### config.mk
export PLATFORM = sky130hd
export DESIGN_NAME = ffsa_cell
export DESIGN_NICKNAME = d
export VERILOG_FILES = /design/src/sv/ffsa_pkg.sv /design/src/sv/ffsa_cell.sv
export SDC_FILE = /design/constraint.sdc
export NUM_CORES = 1
export LEC_CHECK = 0
export BUFFER_PORTS_ARGS = -buffer_cell sky130_fd_sc_hd__buf_2
export CELL_PAD_IN_SITES_DETAIL_PLACEMENT = 1
export CELL_PAD_IN_SITES_GLOBAL_PLACEMENT = 1
export CORE_MARGIN = 3
export CORE_UTILIZATION = 37
export DETAILED_ROUTE_END_ITERATION = 10
export GPL_TIMING_DRIVEN = 0
export PLACE_DENSITY = 0.81
export SYNTH_ARGS = -nofsm -noshare
export SYNTH_HDL_FRONTEND = slang
export SYNTH_SLANG_ARGS = --single-unit
export TNS_END_PERCENT = 5
### constraint.sdc
create_clock -name clk -period 4.5 [get_ports clk]
set_input_delay 0.675 -clock clk [delete_from_list [all_inputs] [get_ports clk]]
set_output_delay 0.675 -clock clk [all_outputs]
set_load 0.05 [all_outputs]
### src/sv/ffsa_pkg.sv
// shared types and constants for the first-free slot allocator
`timescale 1ns / 1ps
`default_nettype none

package ffsa_pkg;

  // fixed field widths
  localparam int unsigned ID_W     = 6;
  localparam int unsigned HANDLE_W = 32;
  localparam int unsigned LIMIT_W  = 7;

  // defaults for the top level parameters
  localparam int unsigned SLOTS_DEF       = 64;
  localparam int unsigned HANDLE_BITS_DEF = 32;

  // slot limit after reset
  localparam logic [LIMIT_W-1:0] LIMIT_RST = 7'd64;

  // request codes; OP_NOP also marks a request already refused at entry
  typedef enum logic [1:0] {
    OP_ALLOC = 2'd0,
    OP_FREE  = 2'd1,
    OP_GET   = 2'd2,
    OP_NOP   = 2'd3
  } op_t;

  // result codes
  typedef enum logic [1:0] {
    ST_OK     = 2'd0,
    ST_FULL   = 2'd1,
    ST_NOSLOT = 2'd2,
    ST_BADID  = 2'd3
  } status_t;

  // request token that walks the row of cells
  typedef struct packed {
    logic                live;
    op_t                 op;
    status_t             status;
    logic [ID_W-1:0]     id;
    logic [HANDLE_W-1:0] handle;
    logic                done;
    logic [ID_W-1:0]     rid;
    logic [HANDLE_W-1:0] hout;
  } tok_t;

endpackage

`default_nettype wire

### src/sv/ffsa_cell.sv
// one slot of the allocator: holds a handle and serves the passing token
`timescale 1ns / 1ps
`default_nettype none

module ffsa_cell import ffsa_pkg::*; #(
  parameter int unsigned IDX         = 0,
  parameter int unsigned HANDLE_BITS = HANDLE_BITS_DEF
) (
  input  wire logic               clk,
  input  wire logic               rst_n,
  input  wire logic [LIMIT_W-1:0] limit,
  input  wire tok_t               tok_i,
  output tok_t                    tok_o
);

  localparam int unsigned HW = HANDLE_BITS;

  // this slot's id as seen on the id and limit fields
  localparam bit                 ID_REACH  = (IDX < (1 << ID_W));
  localparam logic [ID_W-1:0]    MY_ID     = ID_W'(IDX % (1 << ID_W));
  localparam bit                 LIM_REACH = (IDX < (1 << LIMIT_W));
  localparam logic [LIMIT_W-1:0] MY_LIM    = LIMIT_W'(IDX % (1 << LIMIT_W));

  logic          occ_r, occ_nxt;
  logic [HW-1:0] hdl_r, hdl_nxt;
  tok_t          tok_r, tok_nxt;

  logic                    id_hit;
  logic                    below_lim;
  logic [HW+HANDLE_W-1:0]  in_wide;
  logic [HW-1:0]           stored;
  logic [HANDLE_W+HW-1:0]  out_wide;
  logic [HANDLE_W-1:0]     hdl_rd;

  // slot match and limit check
  assign id_hit    = ID_REACH && (tok_i.id == MY_ID);
  assign below_lim = LIM_REACH && (MY_LIM < limit);

  // fit the handle to the stored width and back
  assign in_wide  = {{HW{1'b0}}, tok_i.handle};
  assign stored   = in_wide[HW-1:0];
  assign out_wide = {{HANDLE_W{1'b0}}, hdl_r};
  assign hdl_rd   = occ_r ? out_wide[HANDLE_W-1:0] : '0;

  // act on the token as it passes
  always_comb begin
    tok_nxt = tok_i;
    occ_nxt = occ_r;
    hdl_nxt = hdl_r;
    if (tok_i.live) begin
      case (tok_i.op)
        OP_ALLOC: begin
          if (!tok_i.done && below_lim && !occ_r) begin
            hdl_nxt      = stored;
            occ_nxt      = |stored;
            tok_nxt.done = 1'b1;
            tok_nxt.rid  = MY_ID;
          end
        end
        OP_FREE: begin
          if (id_hit) begin
            occ_nxt = 1'b0;
          end
        end
        OP_GET: begin
          if (id_hit) begin
            tok_nxt.hout = hdl_rd;
            tok_nxt.done = 1'b1;
          end
        end
        default: begin
        end
      endcase
    end
  end

  // occupancy and token
  always_ff @(posedge clk) begin
    if (!rst_n) begin
      occ_r <= 1'b0;
      tok_r <= '0;
    end else begin
      occ_r <= occ_nxt;
      tok_r <= tok_nxt;
    end
  end

  // stored handle
  always_ff @(posedge clk) begin
    hdl_r <= hdl_nxt;
  end

  assign tok_o = tok_r;

endmodule

`default_nettype wire

==> reports/qor.yml, run 1 <==
status:
  status: "finished clean"
pwr:
  ir_worst_vdd_mv: 0.226
  power.leakage_nw: 2.50
  power_density_mw_per_mm2: 520
die:
  die_x_um: 107
  rows: 36
  io_pins: 173
  start_util_pct: 38.1
  fp.dieH_um: 107
  core_area_mm2: 0.00982
  die_area_mm2: 0.0114
setup_path:
  cp.required_ns: 4.89
  cp.arrival_ns: 2.79
  critPathLaunchType: "flip-flop"
  crit_family: "compound AO/OA/AOI/OAI gates"
  crit_slowest_cell: "a211oi_4"
  critPathKind: "reg -> reg"
  cp-end-kind: "flip-flop"
  path_buf_inv: 2
  cp_max_fo: 19
  startpoint: "occ_r"
  worst_path_largest_cell_delay_ns: 0.83
  rr_startpoint: "occ_r"
  path_cells: "buf_6 > or4b_4 > a211oi_4 > buf_16 > a41oi_2 > mux2i_1"
yosys:
  synth.top_cells.by_area: "dfxtp_1 (44%), edfxtp_1 (26%), and2_1 (8.2%)"
  synth-adder-area-share_pct: 0
  synth_flop_cell: "dfxtp_1"
  synth_top_family_by_area: "simple AND/OR/NAND/NOR gates"
  ys_async_sr_fraction_pct: 0
  yosysTopAreaCell: "dfxtp_1"
  synth_area_mm2: 0.00374
  yosysSeqAreaShare_pct: 70.1
  ys_ff_latch: 115
  synthMuxAreaShare_pct: 0.267
  yosys.area.top_type_share_pct: 44.4
  synthXorXnorAreaFrac_pct: 0
  synth-edff-count: 32
  synthSimpleGateAreaFrac_pct: 19.5
  synth_cell_types: 25
  syn_avg_cell_area_um2: 12.2
  ys_warn_count: 0
  synth_cells: 307
  syn_nets: 398
  synth_compound_gate_area_share_pct: 7.86
sta:
  relSlewSlack_pct: 28.9
  clock_skew_ns: 0.0122
  setup_tns_ns: 0
  worstMarginPinSlew_ns: 1.06
  slew_violations: 0
  clock.fmax_mhz: 417
  finalSetupViolCount: 0
  grt_setup_unrepaired: "no"
  hold_viol: 0
  period_minus_slack_ns: 2.40
  whs_ns: 0.349
  period_share_pct: 53.3
detailed_routing:
  drtPass1Iterations: 4
  drtAntennaViolNets: 0
  drc: 0
  vias_per_cell: 4.72
  first_iter_violations: 75
  via_count: 3050
  wl_um: 11200
  wl_per_cell_um: 17.3
worst_hold_path:
  hp-start: "tok_i[32]"
  hold_class: "in -> reg"
cts:
  clk_latency_ns: 0.52
  htree_levels: 4
  cts_sinks: 115
  cts_buffers: 17
  clk_pin_slew_worst_paths_ns: 0.06
  post_cts_buffers: 0
  cts_tree: "built"
  cts_max_path_buffers: 2
  clockRootBuffer: "clkbuf_8"
  holdBufCountCts: 0
  cts_resized: 0
global_routing:
  antenna_found_initial: 2
  grt_usage_pct: 20.2
  grt_pass1_vias: 3254
  grt_first_pass_wirelength_um: 17100
  grt_start_max_net_pins: 20
  grt_overflow: 0
placed_design:
  gp_congestion: 0.781
  dpl.hpwl_um: 8090
  placed_cells: 613
  port_buffers: 172
layout:
  fin_nets: 590
  final_cells: 646
  area_growth_pct: 45.1
  drive_gt1_share_pct: 41.0
flow_run:
  max_cap_violations: 0
[worst reg2reg max path, cell delays in order, from the launching register on]
cell and delay, ns:
dfxtp_1 0.30, buf_6 0.13, or4b_4 0.54, a211oi_4 0.83, buf_16 0.25, a41oi_2 0.06, mux2i_1 0.16
[cell usage in the layout, fill, tap and decap left out]
cell type and instances:
inv_1 1, buf_16 1, buf_6 1, nand2_1 33, buf_2 175, nor4_1 9
a211oi_4 1, dfxtp_1 83, o31a_1 1, mux2i_1 1, clkbuf_8 4, o221ai_1 1
and3b_1 1, clkinv_1 1, clkinv_2 2, bufinv_16 3, nor3_1 1, a41oi_2 1
clkbuf_1 16, nand4_1 3, and2_1 49, nor3b_1 1, clkinvlp_4 2, and4_1 1
nor2b_2 1, or4b_4 1, buf_1 1, a21boi_1 32, nand3_1 32, diode_2 1
nor2_1 3, clkbuf_16 18, edfxtp_1 32
[through the flow]
step	cell area (um2)	setup WS, ns	utilization (%)	power [mW]
final	5430	2.10	55.3	2.83
after global routing	5430	1.97	55.3	2.92
after CTS	5430	2.06	55.3	2.85
after detailed placement	4800	1.77	48.9	1.44
after global placement	4770	1.30	48.6	1.43
after floorplan	3740	1.89	-	1.33
[Yosys cell counts (3+ instances only)]
| cell type | instances |
|---|---|
| nor4_1 | 9 |
| dfxtp_1 | 83 |
| nand3_1 | 32 |
| clkbuf_1 | 14 |
| nand4_1 | 3 |
| nor2_1 | 3 |
| edfxtp_1 | 32 |
| and2_1 | 49 |
| buf_2 | 3 |
| a21boi_1 | 32 |
| nand2_1 | 33 |
[report_power, final]
group	switching [mW]	internal, mW	leakage (nW)	total, mW
logic	0.214	0.0831	1.21	0.297
clock network	0.456	0.950	0.305	1.41
registers	0.0113	1.11	0.982	1.12
[cells by family after synthesis]
logic type | after synthesis
AND/OR/NAND/NOR | 135
flip-flops | 115
AO/OA/AOI/OAI | 36
buffers and inverters | 20
multiplexers | 1
[registers in the layout, indices dropped and copies added, names as in the netlist]
signal and flops:
hdl_r 32, occ_r 1, tok_o 82
[final cells by class]
type                    instances  area (um2)
diodes                          1        2.50
plain buffers                  19        82.6
clock buffers                  24         513
clock inverters                 8         119
fillers                      1111        4390
inverters                       1        3.75
multi-input cells             172        1030
flip-flops and latches        115        2620
well taps                     133         166
repair buffers                173         888
[routing by layer]
metal,part of all wire [%],vias to the layer above,routed length (um),GRT usage [%]
li1,-,1448,-,-
met5,0.062,-,7,0
met4,2.8,2,310,9.86
met1,39,1445,4330,22.2
met2,52,130,5800,35.4
met3,6.8,25,761,6.20
[path summary, 6_finish.rpt]
kind	to	slack [ns]	depth (start not counted)
worst min register to register	tok_o[4]	0.54	2
worst min-delay path	tok_o[32]	0.35	2
worst max-delay path	occ_r	2.10	6
worst max register to register	occ_r	2.10	6
Power figures use the tool's default switching activity.
==> inputs of run 2 (changes only) <==
CORE_UTILIZATION = 31   (was 37)
PLACE_DENSITY = 0.72   (was 0.81)
clock period = 1.94 ns   (was 4.5 ns; I/O delays follow)
==> run 2 against run 1 <==
  * Core utilization is 8.7 points lower
  * Worst hold slack lost 0.27 ns
  * Cell count up 1.7%
  * Largest power group unchanged
  * Highest routed layer is now met4
==> reports/qor.yml, run 2 (synthesized netlist as in run 1, its figures left out) <==
sta:
  slew_violations: 0  # unchanged
  grt_setup_unrepaired: "no"
  worstMarginPinSlew_ns: 0.643  # -0.420 ns
  finalSetupViolCount: 0  # unchanged
  clock.fmax_mhz: 564  # +35%
  period_share_pct: 91.4  # +38 points
  worst_slack_ns: 0.167  # -1.94 ns
  clock_skew_ns: 0.00624  # -0.00593 ns
  period_minus_slack_ns: 1.77  # -0.625 ns
  relSlewSlack_pct: 56.8  # +28 points
  hold_viol: 0  # unchanged
detailed_routing:
  drtPass1Iterations: 4  # unchanged
  drtAntennaViolNets: 0  # unchanged
  drc: 0  # unchanged
  via_count: 3047  # -0.098%
  wl_um: 11200  # -0.46%
  wl_per_cell_um: 17.0  # -2.1%
  first_iter_violations: 104  # +39%
  vias_per_cell: 4.64  # -1.8%
cts:
  cts_buffers: 17  # unchanged
  clk_pin_slew_worst_paths_ns: 0.05  # about the same
  holdBufCountCts: 0  # unchanged
  cts_sinks: 115  # unchanged
  clockRootBuffer: "clkbuf_16"
  clk_latency_ns: 0.41  # -0.11 ns
  htree_levels: 4  # unchanged
  cts_resized: 0  # unchanged
  cts_tree: "built"
  cts_max_path_buffers: 2  # unchanged
pwr:
  ir_worst_vdd_mv: 0.465  # +110%
  power_density_mw_per_mm2: 1170  # +120%
  power_mw: 6.32  # +120%
  power.leakage_nw: 2.49  # -0.24%
status:
  status: "finished clean"
setup_path:
  path_cells: "buf_6 > or4b_4 > a211oi_4 > buf_4 > buf_16 > a41oi_2 > mux2i_1"
  startpoint: "occ_r"
  crit_slowest_cell: "or4b_4"
  cp.arrival_ns: 2.07  # -0.72 ns
  crit_family: "simple AND/OR/NAND/NOR gates"
  path_buf_inv: 3  # +1
  rr_startpoint: "occ_r"
  critPathLaunchType: "flip-flop"
  cp-end-kind: "flip-flop"
  worst_path_largest_cell_delay_ns: 0.50  # -0.33 ns
  cp.required_ns: 2.23  # -2.66 ns
  cp_max_fo: 18  # -1
  critPathKind: "reg -> reg"
layout:
  mostFrequentLayoutCells: "buf_2 (175), dfxtp_1 (83), and2_1 (49)"
  area_growth_pct: 44.7
  final_common_cell: "buf_2"
  register_area_mm2: 0.00262  # unchanged
  largest_reg_flops: 82  # unchanged
  multiInputGateArea_mm2: 0.00103  # unchanged
  diodes: 0  # -1
  final_cells: 657  # +1.7%
  drive_gt1_share_pct: 40.7  # -0.35 points
  fin_nets: 592  # +0.34%
  fillers: 1320  # +19%
die:
  io_pins: 173  # unchanged
  rows: 39  # +8.3%
  start_util_pct: 32.2  # -5.9 points
  die_x_um: 116  # +8.7%
  fp.dieH_um: 116  # +8.7%
  core_area_mm2: 0.0116  # +18%
  die_area_mm2: 0.0134  # +18%
flow_run:
  max_cap_violations: 0  # unchanged
global_routing:
  grt_pass1_vias: 3154  # -3.1%
  antenna_found_initial: 0  # -2
  grt_start_max_net_pins: 19  # -5.0%
  grt_usage_pct: 17.2  # -3.1 points
  grt_first_pass_wirelength_um: 17100  # -0.12%
  grt_overflow: 0  # unchanged
placed_design:
  pre_cts_slack_ns: -0.548  # -2.32 ns
  port_buffers: 172  # unchanged
  placed_cells: 623  # +1.6%
  dpl.hpwl_um: 8420  # +4.1%
  gp_congestion: 0.720  # -7.8%
worst_hold_path:
  hp-start: "tok_i[47]"
  hold_class: "in -> reg"
run 2: repair_timing:
| action | 4_1_cts | 5_1_grt |
|---|---|---|
| endpoints found under the hold margin | 0 | 0 |
| setup buffers | 2 | 0 |
| setup endpoints to repair | 40 | 0 |
run 2: through the flow:
step / setup TNS [ns] / cell area [um2] / util, % / hold WS (ns)
2_1_floorplan: -15.19 / 3740 / - / 0.390
3_3_place_gp: -36.65 / 4780 / 41.2 / 0.496
3_5_place_dp: -17.40 / 4810 / 41.4 / 0.496
4_1_cts: 0 / 5420 / 46.6 / 0.0635
5_1_grt: 0 / 5420 / 46.6 / 0.0712
6_report: 0 / 5420 / 46.6 / 0.0806
run 2: where the power goes:
| group | switching (mW) | internal (mW) |
|---|---|---|
| combinational | 0.496 | 0.195 |
| clock | 1.01 | 2.02 |
| sequential | 0.0237 | 2.58 |
| total | 1.53 | 4.79 |
run 2: worst reg2reg max path, cell delays in order, from the launching register on:
cell and delay, ns:
dfxtp_1 0.30, buf_6 0.13, or4b_4 0.50, a211oi_4 0.15, buf_4 0.18, buf_16 0.17
a41oi_2 0.07, mux2i_1 0.15
run 2: per-layer routing:
metal  track usage, %  up-vias  wire (um)
met1             19.3     1458       4380
met3             6.27       25        738
met4             8.82        0        323
met2             28.6      119       5710
met5                0        -          0
li1                 -     1445          -
run 2: area by class of cell:
| type | count | share of cell area, % |
|---|---|---|
| sequential | 115 | 48.4 |
| clock buffer | 27 | 9.29 |
| inverter | 1 | 0.0693 |
| buffer | 19 | 1.52 |
| clock inverter | 5 | 1.39 |
| multi-input combinational | 172 | 19.1 |
| tap | 143 | 3.30 |
| timing repair buffer | 175 | 16.9 |
run 2: worst paths after layout:
| kind | end | cells past startpoint | slack, ns |
|---|---|---|---|
| setup / recovery | occ_r | 7 | 0.17 |
| setup reg to reg | occ_r | 7 | 0.17 |
| hold reg to reg | tok_o[5] | 2 | 0.54 |
| hold / removal | hdl_r[8] | 1 | 0.08 |
==> inputs of run 3 (changes only) <==
CORE_UTILIZATION = 33   (was 31)
CTS_BUF_LIST = sky130_fd_sc_hd__clkbuf_2 sky130_fd_sc_hd__clkbuf_4 sky130_fd_sc_hd__clkbuf_8   (was not set)
PLACE_DENSITY = 0.76   (was 0.72)
==> run 3 against run 2 <==
  * Total power shrank 4.0%
  * Critical path type unchanged
  * Critical endpoint is now hdl_r[19]
  * First-iteration DRC count grew 5.8%
  * Worst hold slack lost 0.021 ns
  * Setup slack gained 0.023 ns
==> reports/qor.yml, run 3 (synthesized netlist as in run 1, its figures left out) <==
global_routing:
  grt_start_max_net_pins: 20  # +1
  grt_first_pass_wirelength_um: 17100  # +0.25%
  grt_pass1_vias: 3242  # +2.8%
  antenna_found_initial: 0  # unchanged
  grt_overflow: 0  # unchanged
  grt_usage_pct: 17.9  # +0.78 points
die:
  core_area_mm2: 0.0110  # -5.4%
  start_util_pct: 34.1  # +1.9 points
  io_pins: 173  # unchanged
  rows: 38  # -2.6%
  die_area_mm2: 0.0127  # -5.7%
  fp.dieH_um: 112  # -2.9%
  die_x_um: 112  # -2.9%
sta:
  worstMarginPinSlew_ns: 0.537  # -0.105 ns
  clock.fmax_mhz: 571  # +1.3%
  hold_viol: 0  # unchanged
  period_minus_slack_ns: 1.75  # -0.0231 ns
  relSlewSlack_pct: 64.2  # +7.4 points
  setup_tns_ns: 0  # unchanged
  worst_slack_ns: 0.190  # +0.0231 ns
  period_share_pct: 90.2  # -1.2 points
  finalSetupViolCount: 0  # unchanged
  slew_violations: 0  # unchanged
  clock_skew_ns: 0.00615  # -0.0000828 ns
  whs_ns: 0.0593  # -0.0214 ns
  grt_setup_unrepaired: "no"
status:
  status: "finished clean"
layout:
  fillers: 1264  # -4.2%
  largest_reg_flops: 82  # unchanged
  final_common_cell: "buf_2"
  final_area_mm2: 0.00534  # -1.4%
  diodes: 0  # unchanged
  final_cells: 655  # -0.30%
  area_growth_pct: 42.7
  mostFrequentLayoutCells: "buf_2 (175), dfxtp_1 (83), and2_1 (49)"
  final_util_pct: 48.6  # +2.0 points
  drive_gt1_share_pct: 41.9  # +1.3 points
  fin_nets: 593  # +0.17%
pwr:
  ir_worst_vdd_mv: 0.461  # -0.86%
  power_density_mw_per_mm2: 1140  # -2.6%
  power.leakage_nw: 2.46  # -1.3%
  power_mw: 6.07  # -4.0%
detailed_routing:
  via_count: 3017  # -0.98%
  wl_um: 11000  # -1.4%
  vias_per_cell: 4.61  # -0.68%
  first_iter_violations: 110  # +5.8%
  wl_per_cell_um: 16.8  # -1.1%
  drtPass1Iterations: 4  # unchanged
  drc: 0  # unchanged
  drtAntennaViolNets: 0  # unchanged
cts:
  post_cts_buffers: 3  # +1
  cts_resized: 0  # unchanged
  clk_latency_ns: 0.43  # +0.02 ns
  holdBufCountCts: 0  # unchanged
  htree_levels: 4  # unchanged
  cts_tree: "built"
  clk_pin_slew_worst_paths_ns: 0.07  # +0.02 ns
  cts_max_path_buffers: 2  # unchanged
  cts_sinks: 115  # unchanged
  clockRootBuffer: "clkbuf_8"
  cts_buffers: 17  # unchanged
setup_path:
  cp_max_fo: 19  # +1
  cp.required_ns: 2.08  # -0.15 ns
  cp.arrival_ns: 1.89  # -0.18 ns
  critPathKind: "reg -> reg"
  critPathLaunchType: "flip-flop"
  cp-end-kind: "flip-flop"
  reg2reg_depth: 5  # -2
worst_hold_path:
  holdPathStages: 2  # +1
  hold_class: "in -> reg"
placed_design:
  placed_cells: 620  # -0.48%
  pre_cts_slack_ns: -0.511  # +0.0375 ns
  port_buffers: 172  # unchanged
  place_area_mm2: 0.00481  # about the same
  gp_congestion: 0.777  # +7.9%
  dpl.hpwl_um: 8370  # -0.52%
flow_run:
  max_cap_violations: 0  # unchanged
==> run 3: cell count changes in the layout (fill, tap and decap cells not counted), moves of 2 or more <==
cell / before / now
bufinv_16: 2 / 7
clkbuf_1: 20 / 14
clkbuf_16: 17 / 0
clkbuf_8: 4 / 17
clkinvlp_4: 0 / 2
==> run 3: routing by layer <==
layer	global-route usage [%]	share of wire [%]	up-vias
met5	0	0	-
met4	5.93	1.4	0
met3	7.22	7.2	15
met2	32.3	53	116
met1	19.1	38	1439
li1	-	-	1447
==> run 3: final timing paths <==
kind                            startpoint  slack, ns        end
worst min register to register   hdl_r[13]       0.54  tok_o[13]
worst max-delay path                 occ_r       0.19  hdl_r[19]
worst max register to register       occ_r       0.19  hdl_r[19]
worst min-delay path             tok_i[34]       0.06  tok_o[34]
==> run 3: area by class of cell <==
| type | count | area (um2) | share of cell area, % |
|---|---|---|---|
| buffer | 19 | 82.6 | 1.55 |
| clock buffer | 18 | 241 | 4.52 |
| clock inverter | 14 | 258 | 4.83 |
| inverter | 1 | 3.75 | 0.0703 |
| multi-input combinational | 172 | 1030 | 19.4 |
| sequential | 115 | 2620 | 49.1 |
| tap | 140 | 175 | 3.28 |
| timing repair buffer | 176 | 923 | 17.3 |
==> run 3: report_power, final <==
group	leakage, nW	switching [mW]	internal [mW]	total, mW
Sequential	0.982	0.0253	2.57	2.60
Clock	0.246	0.982	1.80	2.78
Combinational	1.23	0.498	0.196	0.694
==> run 3: critical path, stage by stage (launching register included) <==
cell      delay, ns
dfxtp_1        0.31
buf_6          0.13
or4b_4         0.49
a211oi_4       0.19
buf_4          0.17
buf_16         0.16
